$ cat config.mk
export PLATFORM = sky130hd
export DESIGN_NAME = linear_probe_hash_table_unit
export DESIGN_NICKNAME = d
export VERILOG_FILES = /design/src/rtl/lpht_pkg.sv /design/src/rtl/linear_probe_hash_table_unit.sv /design/src/rtl/lpht_mod.sv
export SDC_FILE = /design/constraint.sdc
export NUM_CORES = 1
export LEC_CHECK = 0
export BUFFER_PORTS_ARGS = -buffer_cell sky130_fd_sc_hd__buf_2
export CAP_MARGIN = 20
export CORE_UTILIZATION = 52
export CTS_CLUSTER_DIAMETER = 100
export DETAILED_ROUTE_END_ITERATION = 8
export PLACE_DENSITY = 0.8
export SYNTH_ARGS = -nofsm -noshare
export SYNTH_HDL_FRONTEND = slang
export SYNTH_SLANG_ARGS = --single-unit
$ cat constraint.sdc
create_clock -name clock -period 5.21 [get_ports clock]
set_clock_uncertainty 0.05 [all_clocks]
set_input_delay 0.2605 -clock clock [delete_from_list [all_inputs] [get_ports clock]]
set_output_delay 0.2605 -clock clock [all_outputs]
set_load 0.05 [all_outputs]
$ cat src/rtl/lpht_pkg.sv
// Shared types and constants for the linear-probing hash table.
// No dependencies; imported by lpht_mod, linear_probe_hash_table_unit, lpht_checker and tb.
package lpht_pkg;

   localparam int OP_W     = 2;
   localparam int KEY_W    = 32;
   localparam int SEL_W    = 4;
   localparam int STATUS_W = 2;
   localparam int PROBE_W  = 5;
   localparam int VALUE_W  = 32;

   localparam int PROBE_SAT = (1 << PROBE_W) - 1;

   typedef enum logic [OP_W-1:0] {
      OP_INSERT = 2'd0,
      OP_SEARCH = 2'd1,
      OP_READ   = 2'd2,
      OP_NONE   = 2'd3
   } op_type;

   typedef enum logic [STATUS_W-1:0] {
      ST_OK   = 2'd0,
      ST_MISS = 2'd1,
      ST_ZERO = 2'd2
   } status_type;

   typedef enum logic [2:0] {
      S_CLEAR,
      S_IDLE,
      S_HASH,
      S_READ,
      S_CHECK,
      S_RDSLOT
   } state_type;

endpackage

$ cat src/rtl/linear_probe_hash_table_unit.sv
// Linear-probing hash table over TABLE_SLOTS key slots in one memory; uses lpht_pkg, lpht_mod.
// Key zero, an unused operation and an out-of-range read answer straight from idle through
// the result registers; an in-range read first reads the slot memory. Insert and search form
// the home slot in lpht_mod, then probe one slot at a time through the single memory read port.
// Throughput: one item at a time, busy high until the answer leaves (never for an item answered
// straight from idle); the receiver cannot stall. Reset: a clearing pass empties every slot, busy high.
module linear_probe_hash_table_unit #(
   parameter int TABLE_SLOTS = 16,
   parameter int KEY_BITS    = 32
) (
   input  logic                          clock,
   input  logic                          reset,
   input  logic                          start,
   output logic                          busy,
   input  logic [lpht_pkg::OP_W-1:0]     req_operation,
   input  logic [lpht_pkg::KEY_W-1:0]    req_key,
   input  logic [lpht_pkg::SEL_W-1:0]    req_slot_select,
   output logic                          rsp_valid,
   output logic [lpht_pkg::STATUS_W-1:0] rsp_status,
   output logic [lpht_pkg::SEL_W-1:0]    rsp_slot_index,
   output logic [lpht_pkg::PROBE_W-1:0]  rsp_probe_count,
   output logic [lpht_pkg::VALUE_W-1:0]  rsp_slot_value
);
   import lpht_pkg::*;

   localparam int KB   = (KEY_BITS < KEY_W) ? KEY_BITS : KEY_W;
   localparam int IW   = $clog2(TABLE_SLOTS);
   localparam int PW   = $clog2(TABLE_SLOTS + 1);
   localparam int SELW = ((IW > SEL_W) ? IW : SEL_W) + 1;
   localparam int OW   = (IW > SEL_W) ? IW : SEL_W;
   localparam int QW   = (PW > PROBE_W) ? PW : PROBE_W;

   logic [KB-1:0] slot_mem [TABLE_SLOTS];

   state_type        state_ff, state_in;
   op_type           op_ff, op_in;
   logic [KB-1:0]    key_ff, key_in;
   logic [IW-1:0]    idx_ff, idx_in;
   logic [PW-1:0]    probe_ff, probe_in;
   logic [IW-1:0]    clr_ff, clr_in;
   logic [KB-1:0]    rd_data_ff;
   logic [SEL_W-1:0] sel_ff, sel_in;
   logic             hash_go_ff;

   logic              rsp_valid_ff, rsp_valid_in;
   status_type        rsp_status_ff, rsp_status_in;
   logic [SEL_W-1:0]  rsp_slot_ff, rsp_slot_in;
   logic [PROBE_W-1:0] rsp_probe_ff, rsp_probe_in;
   logic [VALUE_W-1:0] rsp_value_ff, rsp_value_in;

   logic              wr_en;
   logic [IW-1:0]     wr_addr;
   logic [KB-1:0]     wr_data;
   logic [IW-1:0]     rd_addr;

   logic              mod_start, mod_done;
   logic [IW-1:0]     mod_rem;

   op_type            req_op;
   logic [KB-1:0]     req_key_m;
   logic [SELW-1:0]   sel_ext;
   logic              sel_ok;
   logic [PW-1:0]     probe_n;
   logic [QW-1:0]     probe_q;
   logic [OW-1:0]     idx_wide;
   logic              hit;

   lpht_mod #(
      .DIVISOR  (TABLE_SLOTS),
      .KEY_BITS (KB)
   ) u_mod (
      .clock     (clock),
      .reset     (reset),
      .start     (mod_start),
      .dividend  (key_ff),
      .done      (mod_done),
      .remainder (mod_rem)
   );

   assign req_op    = op_type'(req_operation);
   assign req_key_m = KB'(req_key);
   assign sel_ext   = SELW'(req_slot_select);
   assign sel_ok    = sel_ext < SELW'(TABLE_SLOTS);
   assign probe_n   = probe_ff + 1'b1;
   assign probe_q   = QW'(probe_n);
   assign idx_wide  = OW'(idx_ff);
   assign hit       = (op_ff == OP_INSERT) ? (rd_data_ff == '0) : (rd_data_ff == key_ff);

   always_comb begin
      state_in      = state_ff;
      op_in         = op_ff;
      key_in        = key_ff;
      idx_in        = idx_ff;
      probe_in      = probe_ff;
      clr_in        = clr_ff;
      sel_in        = sel_ff;
      rsp_valid_in  = 1'b0;
      rsp_status_in = rsp_status_ff;
      rsp_slot_in   = rsp_slot_ff;
      rsp_probe_in  = rsp_probe_ff;
      rsp_value_in  = rsp_value_ff;
      wr_en         = 1'b0;
      wr_addr       = idx_ff;
      wr_data       = key_ff;
      rd_addr       = idx_ff;
      mod_start     = 1'b0;
      busy          = 1'b1;

      case (state_ff)
         S_CLEAR: begin
            wr_en   = 1'b1;
            wr_addr = clr_ff;
            wr_data = '0;
            clr_in  = clr_ff + 1'b1;
            if (clr_ff == IW'(TABLE_SLOTS - 1)) begin
               state_in = S_IDLE;
            end
         end
         S_IDLE: begin
            busy    = 1'b0;
            rd_addr = IW'(sel_ext);
            if (start) begin
               op_in  = req_op;
               key_in = req_key_m;
               sel_in = req_slot_select;
               if (req_op == OP_READ) begin
                  if (sel_ok) begin
                     state_in = S_RDSLOT;
                  end else begin
                     rsp_valid_in  = 1'b1;
                     rsp_status_in = ST_MISS;
                     rsp_slot_in   = req_slot_select;
                     rsp_probe_in  = '0;
                     rsp_value_in  = '0;
                  end
               end else if (req_op == OP_NONE) begin
                  rsp_valid_in  = 1'b1;
                  rsp_status_in = ST_MISS;
                  rsp_slot_in   = '0;
                  rsp_probe_in  = '0;
                  rsp_value_in  = '0;
               end else if (req_key_m == '0) begin
                  rsp_valid_in  = 1'b1;
                  rsp_status_in = ST_ZERO;
                  rsp_slot_in   = '0;
                  rsp_probe_in  = '0;
                  rsp_value_in  = '0;
               end else begin
                  state_in = S_HASH;
               end
            end
         end
         S_HASH: begin
            mod_start = hash_go_ff;
            if (mod_done) begin
               idx_in   = mod_rem;
               probe_in = '0;
               state_in = S_READ;
            end
         end
         S_READ: begin
            state_in = S_CHECK;
         end
         S_CHECK: begin
            if (hit) begin
               wr_en         = (op_ff == OP_INSERT);
               rsp_valid_in  = 1'b1;
               rsp_status_in = ST_OK;
               rsp_slot_in   = idx_wide[SEL_W-1:0];
               rsp_probe_in  = (probe_q > QW'(PROBE_SAT)) ? PROBE_W'(PROBE_SAT)
                                                          : probe_q[PROBE_W-1:0];
               rsp_value_in  = VALUE_W'(key_ff);
               state_in      = S_IDLE;
            end else if (probe_n == PW'(TABLE_SLOTS)) begin
               rsp_valid_in  = 1'b1;
               rsp_status_in = ST_MISS;
               rsp_slot_in   = '0;
               rsp_probe_in  = (probe_q > QW'(PROBE_SAT)) ? PROBE_W'(PROBE_SAT)
                                                          : probe_q[PROBE_W-1:0];
               rsp_value_in  = '0;
               state_in      = S_IDLE;
            end else begin
               probe_in = probe_n;
               idx_in   = (idx_ff == IW'(TABLE_SLOTS - 1)) ? '0 : idx_ff + 1'b1;
               state_in = S_READ;
            end
         end
         S_RDSLOT: begin
            rsp_valid_in  = 1'b1;
            rsp_status_in = ST_OK;
            rsp_slot_in   = sel_ff;
            rsp_probe_in  = '0;
            rsp_value_in  = VALUE_W'(rd_data_ff);
            state_in      = S_IDLE;
         end
         default: begin
            state_in = S_IDLE;
         end
      endcase
   end

   // kick the remainder unit in the cycle after accept, once the key is held
   always_ff @(posedge clock) begin
      if (reset) begin
         hash_go_ff <= 1'b0;
      end else begin
         hash_go_ff <= (state_ff == S_IDLE) && (state_in == S_HASH);
      end
   end

   always_ff @(posedge clock) begin
      if (reset) begin
         state_ff     <= S_CLEAR;
         clr_ff       <= '0;
         rsp_valid_ff <= 1'b0;
      end else begin
         state_ff     <= state_in;
         clr_ff       <= clr_in;
         rsp_valid_ff <= rsp_valid_in;
      end
      op_ff         <= op_in;
      key_ff        <= key_in;
      idx_ff        <= idx_in;
      probe_ff      <= probe_in;
      sel_ff        <= sel_in;
      rsp_status_ff <= rsp_status_in;
      rsp_slot_ff   <= rsp_slot_in;
      rsp_probe_ff  <= rsp_probe_in;
      rsp_value_ff  <= rsp_value_in;
   end

   always_ff @(posedge clock) begin
      if (wr_en) begin
         slot_mem[wr_addr] <= wr_data;
      end
      rd_data_ff <= slot_mem[rd_addr];
   end

   assign rsp_valid       = rsp_valid_ff;
   assign rsp_status      = rsp_status_ff;
   assign rsp_slot_index  = rsp_slot_ff;
   assign rsp_probe_count = rsp_probe_ff;
   assign rsp_slot_value  = rsp_value_ff;

endmodule

$ cat src/rtl/lpht_mod.sv
// Home-slot unit: dividend mod DIVISOR by reciprocal multiplication, then a registered subtract.
// Depends on lpht_pkg (nothing used beyond the import convention).
module lpht_mod #(
   parameter int DIVISOR  = 16,
   parameter int KEY_BITS = 32
) (
   input  logic                        clock,
   input  logic                        reset,
   input  logic                        start,
   input  logic [KEY_BITS-1:0]         dividend,
   output logic                        done,
   output logic [$clog2(DIVISOR)-1:0]  remainder
);
   import lpht_pkg::*;

   localparam int IW  = $clog2(DIVISOR);
   localparam int SH  = KEY_BITS + IW;
   localparam int PRW = 2 * KEY_BITS + 1;
   localparam logic [KEY_BITS:0] RECIP =
      (KEY_BITS+1)'(((64'd1 << SH) / 64'(DIVISOR)) + 64'd1);

   logic                mul_go_ff, mul_go_in;
   logic                sub_go_ff, sub_go_in;
   logic                done_ff, done_in;
   logic [KEY_BITS-1:0] num_ff, num_in;
   logic [PRW-1:0]      prod_ff, prod_in;
   logic [IW-1:0]       rem_ff, rem_in;
   logic [KEY_BITS-1:0] quot;

   always_comb begin
      mul_go_in = start;
      sub_go_in = mul_go_ff;
      done_in   = sub_go_ff;
      num_in    = start ? dividend : num_ff;
      prod_in   = mul_go_ff ? PRW'(num_ff) * PRW'(RECIP) : prod_ff;
      quot      = KEY_BITS'(prod_ff >> SH);
      rem_in    = sub_go_ff ? IW'(num_ff - KEY_BITS'(quot * KEY_BITS'(DIVISOR))) : rem_ff;
   end

   always_ff @(posedge clock) begin
      if (reset) begin
         mul_go_ff <= 1'b0;
         sub_go_ff <= 1'b0;
         done_ff   <= 1'b0;
      end else begin
         mul_go_ff <= mul_go_in;
         sub_go_ff <= sub_go_in;
         done_ff   <= done_in;
      end
      num_ff  <= num_in;
      prod_ff <= prod_in;
      rem_ff  <= rem_in;
   end

   assign done      = done_ff;
   assign remainder = rem_ff;

endmodule

Word-level counts from Yosys, hierarchy flattened --
Memory sizes are Yosys's and may differ from the RTL's. A register that Yosys moved wholly into a read port is not among the register bits. Index checks and enable logic that the tools add are counted.
Storage, ports and cells: flip-flop bits (word level) 138, bits in writable memories 512, input port bits 41, memories kept 1
Cells by class: $add $sub $neg 4, $lt $le $gt $ge 2, equality and inequality tests 19, mux-type cells 70, reduce and logical (&&, ||, !) cells 10
Memories:
- slot_mem | words 16, bits a word 32, read ports 1, clocked after memory_dff 1, wr ports 1, RTL line linear_probe_hash_table_unit.sv:33 | logic [KB-1:0] slot_mem [TABLE_SLOTS];
Operator list (count):
- $mux 32 | 8
- $pmux 32 s3 | 1
- $logic_not 32->1 | 2
- $mux 5 | 11
- $mux 4 | 13
- $eq 32x32->1 | 1
- $mux 3 | 7
- $mux 2 | 9
- $pmux 3 s5 | 1
- $pmux 5 s3 | 1
- $mux 1 | 13
- $pmux 4 s3 | 1
- $pmux 5 s2 | 1
- $eq 3x2->1 const B | 3
- $add 4x1->4 const B | 2
- $eq 4x4->1 const B | 2
- $pmux 4 s2 | 1
- $eq 3x3->1 const B | 2
- $ne 2x2->1 const B | 3
- $ne 3x3->1 const B | 2
- $pmux 2 s3 | 1
- $add 5x1->5 const B | 1
- $eq 5x5->1 const B | 1
- $gt 5x5->1 const B | 1
- 16 further kinds | 17

Longest topological paths before layout --
word-level depth 8, mapped depth 9

Hierarchy --
A second synthesis with hierarchy kept.
Unflattened totals: cells, all modules 1303, area, all modules 25105.3 µm²
Modules (own cells, without submodules):
- linear_probe_hash_table_unit | times used 1, cells each 1289, area an instance 24786.3 µm², seq. area each 18898.1 µm²
- lpht_mod | times used 1, cells each 14, area an instance 319.1 µm², seq. area each 300.3 µm²

Worst setup path before layout --
OpenSTA, ideal clock, no wires.
kind reg-to-reg, from register op_ff[1], to memory slot_mem[14][0] (netlist bit) (enable), arrival time 4454 ps, data required time 4659 ps, path slack 204 ps, stages on the path, launching flop included 6, path buffers 0, period minus slack after synthesis 5006 ps, cell sequence edfxtp_1 -> or2_2 -> nand2b_1 -> nor3_1 -> o21ai_0 -> nor4_1
On the way: cells in the longest elaborated chain, start to end 6
RTL lines:
- from (decl) | RTL line linear_probe_hash_table_unit.sv:36 | op_type op_ff, op_in;
- from (signal assigned) | RTL line linear_probe_hash_table_unit.sv:221 | op_ff <= op_in;
- $logic_not 2->1 * | RTL line linear_probe_hash_table_unit.sv:87, linear_probe_hash_table_unit.sv:166
- $mux 1 | RTL line linear_probe_hash_table_unit.sv:87 | assign hit = (op_ff == OP_INSERT) ? (rd_data_ff == '0) : (rd_data_ff == key_ff);
- $mux 1 * | RTL line linear_probe_hash_table_unit.sv:165 | if (hit) begin
- $pmux 1 s2 * | RTL line linear_probe_hash_table_unit.sv:109 | case (state_ff)
- $mux 1 * | RTL line linear_probe_hash_table_unit.sv:233 | if (wr_en) begin
- $mux 1 (not written as such) * | RTL line linear_probe_hash_table_unit.sv:234 | slot_mem[wr_addr] <= wr_data;
- to (decl) | RTL line linear_probe_hash_table_unit.sv:33
Every way passes the cells marked *; elsewhere a longest branch is shown, timed or not.

Worst setup path in the final report --
from register state_ff[0], to memory slot_mem[5][18] (netlist bit) (enable)
On the way: cells in the longest elaborated chain, start to end 4
RTL lines:
- from (decl) | RTL line linear_probe_hash_table_unit.sv:35 | state_type state_ff, state_in;
- from (signal assigned) | RTL line linear_probe_hash_table_unit.sv:217 | state_ff <= state_in;
- $eq 3x3->1 / $logic_not 3->1 (equally long branches) | RTL line linear_probe_hash_table_unit.sv:109
- $pmux 1 s2 | RTL line linear_probe_hash_table_unit.sv:109
- $mux 1 | RTL line linear_probe_hash_table_unit.sv:233
- $mux 1 (not written as such) | RTL line linear_probe_hash_table_unit.sv:234
Parallel ways exist; a longest one is shown, timed or not.

==> metrics.md <==
| Metric | Value |
|---|---|
| Port bufs | 85 |
| Hold Slack | 0.3408 ns |
| Post-synthesis async set-or-reset flop share | 0 |
| I/O pins | 86 |
| Clock Tree Root | clkbuf_16 |
| Drt drc | 0 |
| CP Launch Type | flip-flop |
| Pins over their slew limit | 0 |
| Core footprint | 0.04765 sq mm |
| Post-Synthesis Cell Area | 0.02504 sq mm |
| Yosys Warn Count | 0 |
| Vias in the first global route | 13,530 |
| Final wirelength | 60.01 mm |
| H-Tree Depth | 2 |
| Final period utilization | 0.8009 |
| Post-layout minimum cycle time | 4.173 ns |
| Post-synthesis cell type count | 48 |
| Chip Width | 221.4 um |
| Final setup vio count | 0 |
| Seq/Total Area, Yosys | 0.7669 |
| Min-delay worst type | in -> reg |
| Placed Instance Area | 0.02644 sq mm |
| Ratio of cells with drive above 1 in the final layout | 0.2532 |
| Data required, critical path | 5.46 ns |
| Initial Util | 0.5254 |
| Worst slew margin | 0.2012 |
| RSZ-0062 raised after global routing | false |
| Final non-filler cell total | 2,120 |
| TritonRoute pass-1 iters | 8 |
| Wire length per cell | 28.31 um |
| Design Area, Final | 0.02877 sq mm |
| Placed cell count | 1,966 |
| Post-Syn Nets | 1,341 |
| Hold Violations, Final | 0 |
| Global-route wire length before repair | 87.71 mm |
| Initial antenna violation count | 0 |
| Lkg Pwr | 9.377 nW |
| PD cells | 356.5 mW/mm^2 |
| Vias per inst | 6.400 |
| Status | completed |
| Top FF cell, synth | edfxtp_1 |
| Fill cells | 3,228 |
| EDFF count, synth | 610 |
| Post-Synthesis Cells | 1,296 |
| CTS tree | done |
| Clock Latency Late Sink | 0.63 ns |
| Die area | 0.04903 sq mm |
| Final Net Count | 1,500 |
| Mean Syn Cell Area | 19.32 sq um |
| Rows | 80 |
| # diodes | 0 |
| Yosys reg bits | 654 |
| Critical-path maximum fanout | 44 |
| Peak supply drop | 0.0002973 V |
| Maxcap violations | 0 |
| CTS buffer count | 60 |
| Worst setup EP type | flip-flop |
| Gr ovfl total | 0 |
| Largest net degree at the start of global routing | 129 |
| WP data arrival | 4.42 ns |
| Setup TNS | 0 ns |
| F_max | 0.2397 GHz |
| Post-CTS Resized | 0 |
| Drt first-iter violations | 1,832 |
| Worst slew pin tran | 1.195 ns |
| Clk buf depth | 3 |
| Final GP Congestion | 0.8657 |
| Clock transition at path regs | 0.06 ns |
| Die height | 221.4 um |
| Routed Antenna Nets | 0 |
| DP Wirelength | 36.06 mm |
| DR vias | 13,570 |
| Critical path type | reg -> reg |
| Area Growth Syn to Fin | 14.92% |
| Clock tree sinks | 654 |
| Overall Global Routing Usage | 0.2465 |
-- synthesized netlist by cell type (all sizes together), types with 2 or more instances --
cell type	count	area, sq um
or3	3	18.77
nand2	82	307.8
xor2	3	26.28
o21ai	10	50.05
nor2	38	158.9
nand2b	4	32.53
and2	34	212.7
ha	4	50.05
or3b	2	17.52
edfxtp	610	18320
mux4	128	2883
a2bb2oi	4	35.03
inv	11	41.29
nand4	12	75.07
mux2i	6	63.81
and3	3	18.77
xnor2	36	315.3
nor2b	5	31.28
nand3	37	185.2
a22oi	64	480.5
or2	3	18.77
dfxtp	44	880.8
buf	25	137.6
mux2	2	22.52
a31oi	6	37.54
nor4	22	137.6
nor3	8	40.04
a21oi	36	180.2
clkbuf	41	153.9
-- power breakdown --
part	internal, mW	switching [mW]
Sequential	5.77	0.0300
Clock	2.38	1.86
Combinational	0.0808	0.135
-- per-stage QoR --
step                      setup WS (ns)  power [mW]    util
final                             1.037       10.26  0.6038
after global routing             0.9279       10.51  0.6038
after CTS                         1.159       10.29  0.6033
after detailed placement          1.156       6.098  0.5550
after global placement            1.282       6.084  0.5550
after floorplan                  0.2044       5.991       -
-- what timing repair did --
action / 4_1_cts / 5_1_grt
buffers inserted: 0 / 0
endpoints found under the hold margin: 54 / 0
hold buffers: 40 / 0
-- worst max-delay path: stages (launching register included) --
cell and delay (ns):
dfxtp_2 0.92, or3_1 0.26, buf_4 0.25, mux2i_1 0.13, o21bai_1 0.31, or4b_1 0.72, nor2_4 0.82, buf_4 0.38
-- worst paths after layout --
path / end / startpoint / slack (ns) / cells after the start
worst max-delay path: slot_mem[5][18] / state_ff[0] / 1.04 / 7
worst min register to register: u_mod.remainder[3] / u_mod.num_ff[3] / 0.38 / 0
worst min-delay path: key_ff[16] / req_key[16] / 0.34 / 2
worst max register to register: slot_mem[5][18] / state_ff[0] / 1.04 / 7
-- final cells by class --
| class | count | area [sq um] | area share |
|---|---|---|---|
| clock inverters | 30 | 236.5 | 0.008220 |
| well taps | 615 | 769.5 | 0.02675 |
| clock buffers | 82 | 1665 | 0.05788 |
| multi-input cells | 565 | 5687 | 0.1977 |
| repair buffers | 163 | 1171 | 0.04071 |
| inverters | 11 | 41.29 | 0.001435 |
| flip-flops and latches | 654 | 19200 | 0.6673 |
-- cells in the final DEF (no fill, tap or decap), types with 3 or more instances in the layout --
| cell type | synthesis | final |
|---|---|---|
| clkbuf_1 | 41 | 15 |
| clkinv_1 | 0 | 5 |
| and3_1 | 3 | 3 |
| buf_4 | 8 | 32 |
| a22oi_1 | 64 | 64 |
| clkinv_2 | 0 | 16 |
| inv_1 | 10 | 10 |
| nand4_1 | 12 | 12 |
| ha_1 | 4 | 4 |
| dlygate4sd3_1 | 0 | 40 |
| a2bb2oi_1 | 4 | 4 |
| nor2_4 | 0 | 18 |
| nor2_1 | 37 | 19 |
| xor2_1 | 3 | 3 |
| clkbuf_16 | 0 | 61 |
| dfxtp_1 | 44 | 43 |
| nor4_2 | 0 | 3 |
| a31oi_1 | 6 | 6 |
| nor2b_1 | 5 | 5 |
| or3_1 | 3 | 3 |
| buf_2 | 11 | 86 |
| nand3_1 | 37 | 37 |
| a21oi_1 | 36 | 36 |
| and2_1 | 34 | 33 |
| mux2i_1 | 5 | 3 |
| xnor2_1 | 36 | 36 |
| clkinvlp_4 | 0 | 4 |
| clkbuf_8 | 0 | 6 |
| or2_2 | 3 | 3 |
| bufinv_16 | 0 | 3 |
| nor3_1 | 8 | 8 |
| nor4_1 | 22 | 19 |
| edfxtp_1 | 610 | 610 |
| nand2_1 | 82 | 82 |
| mux4_2 | 128 | 128 |
| o21ai_0 | 10 | 10 |
| buf_12 | 0 | 5 |
-- flip-flops by register name, summed over array words and instances, names as in the netlist, 2 cells and up --
name,flops
probe_ff,5
state_ff,3
clr_ff,4
key_ff,32
rsp_slot_index,4
sel_ff,4
op_ff,2
u_mod.num_ff,4
rsp_probe_count,5
idx_ff,4
slot_mem,512
rsp_status,2
u_mod.remainder,4
rd_data_ff,32
rsp_slot_value,32
-- routing by layer --
layer,global-route usage,part of all wire,routed length (um)
met1,0.3219,0.37,22170
met2,0.3972,0.49,29310
met3,0.06201,0.11,6358
met4,0.1044,0.036,2168
met5,0,0,0
-- kinds of logic (layout without fill, tap and decap cells) --
group,after synthesis,count (layout),synth area share
buffers and inverters,77,286,0.01329
xor gates and xnor gates,39,39,0.01364
DFF,654,654,0.7669
adders and majority gates,4,4,0.001999
and+or+nand+nor,256,256,0.05118
AOI/OAI and AO/OA,130,130,0.03444
muxes,136,136,0.1186
Note: power is estimated with default switching activity, not from simulation.
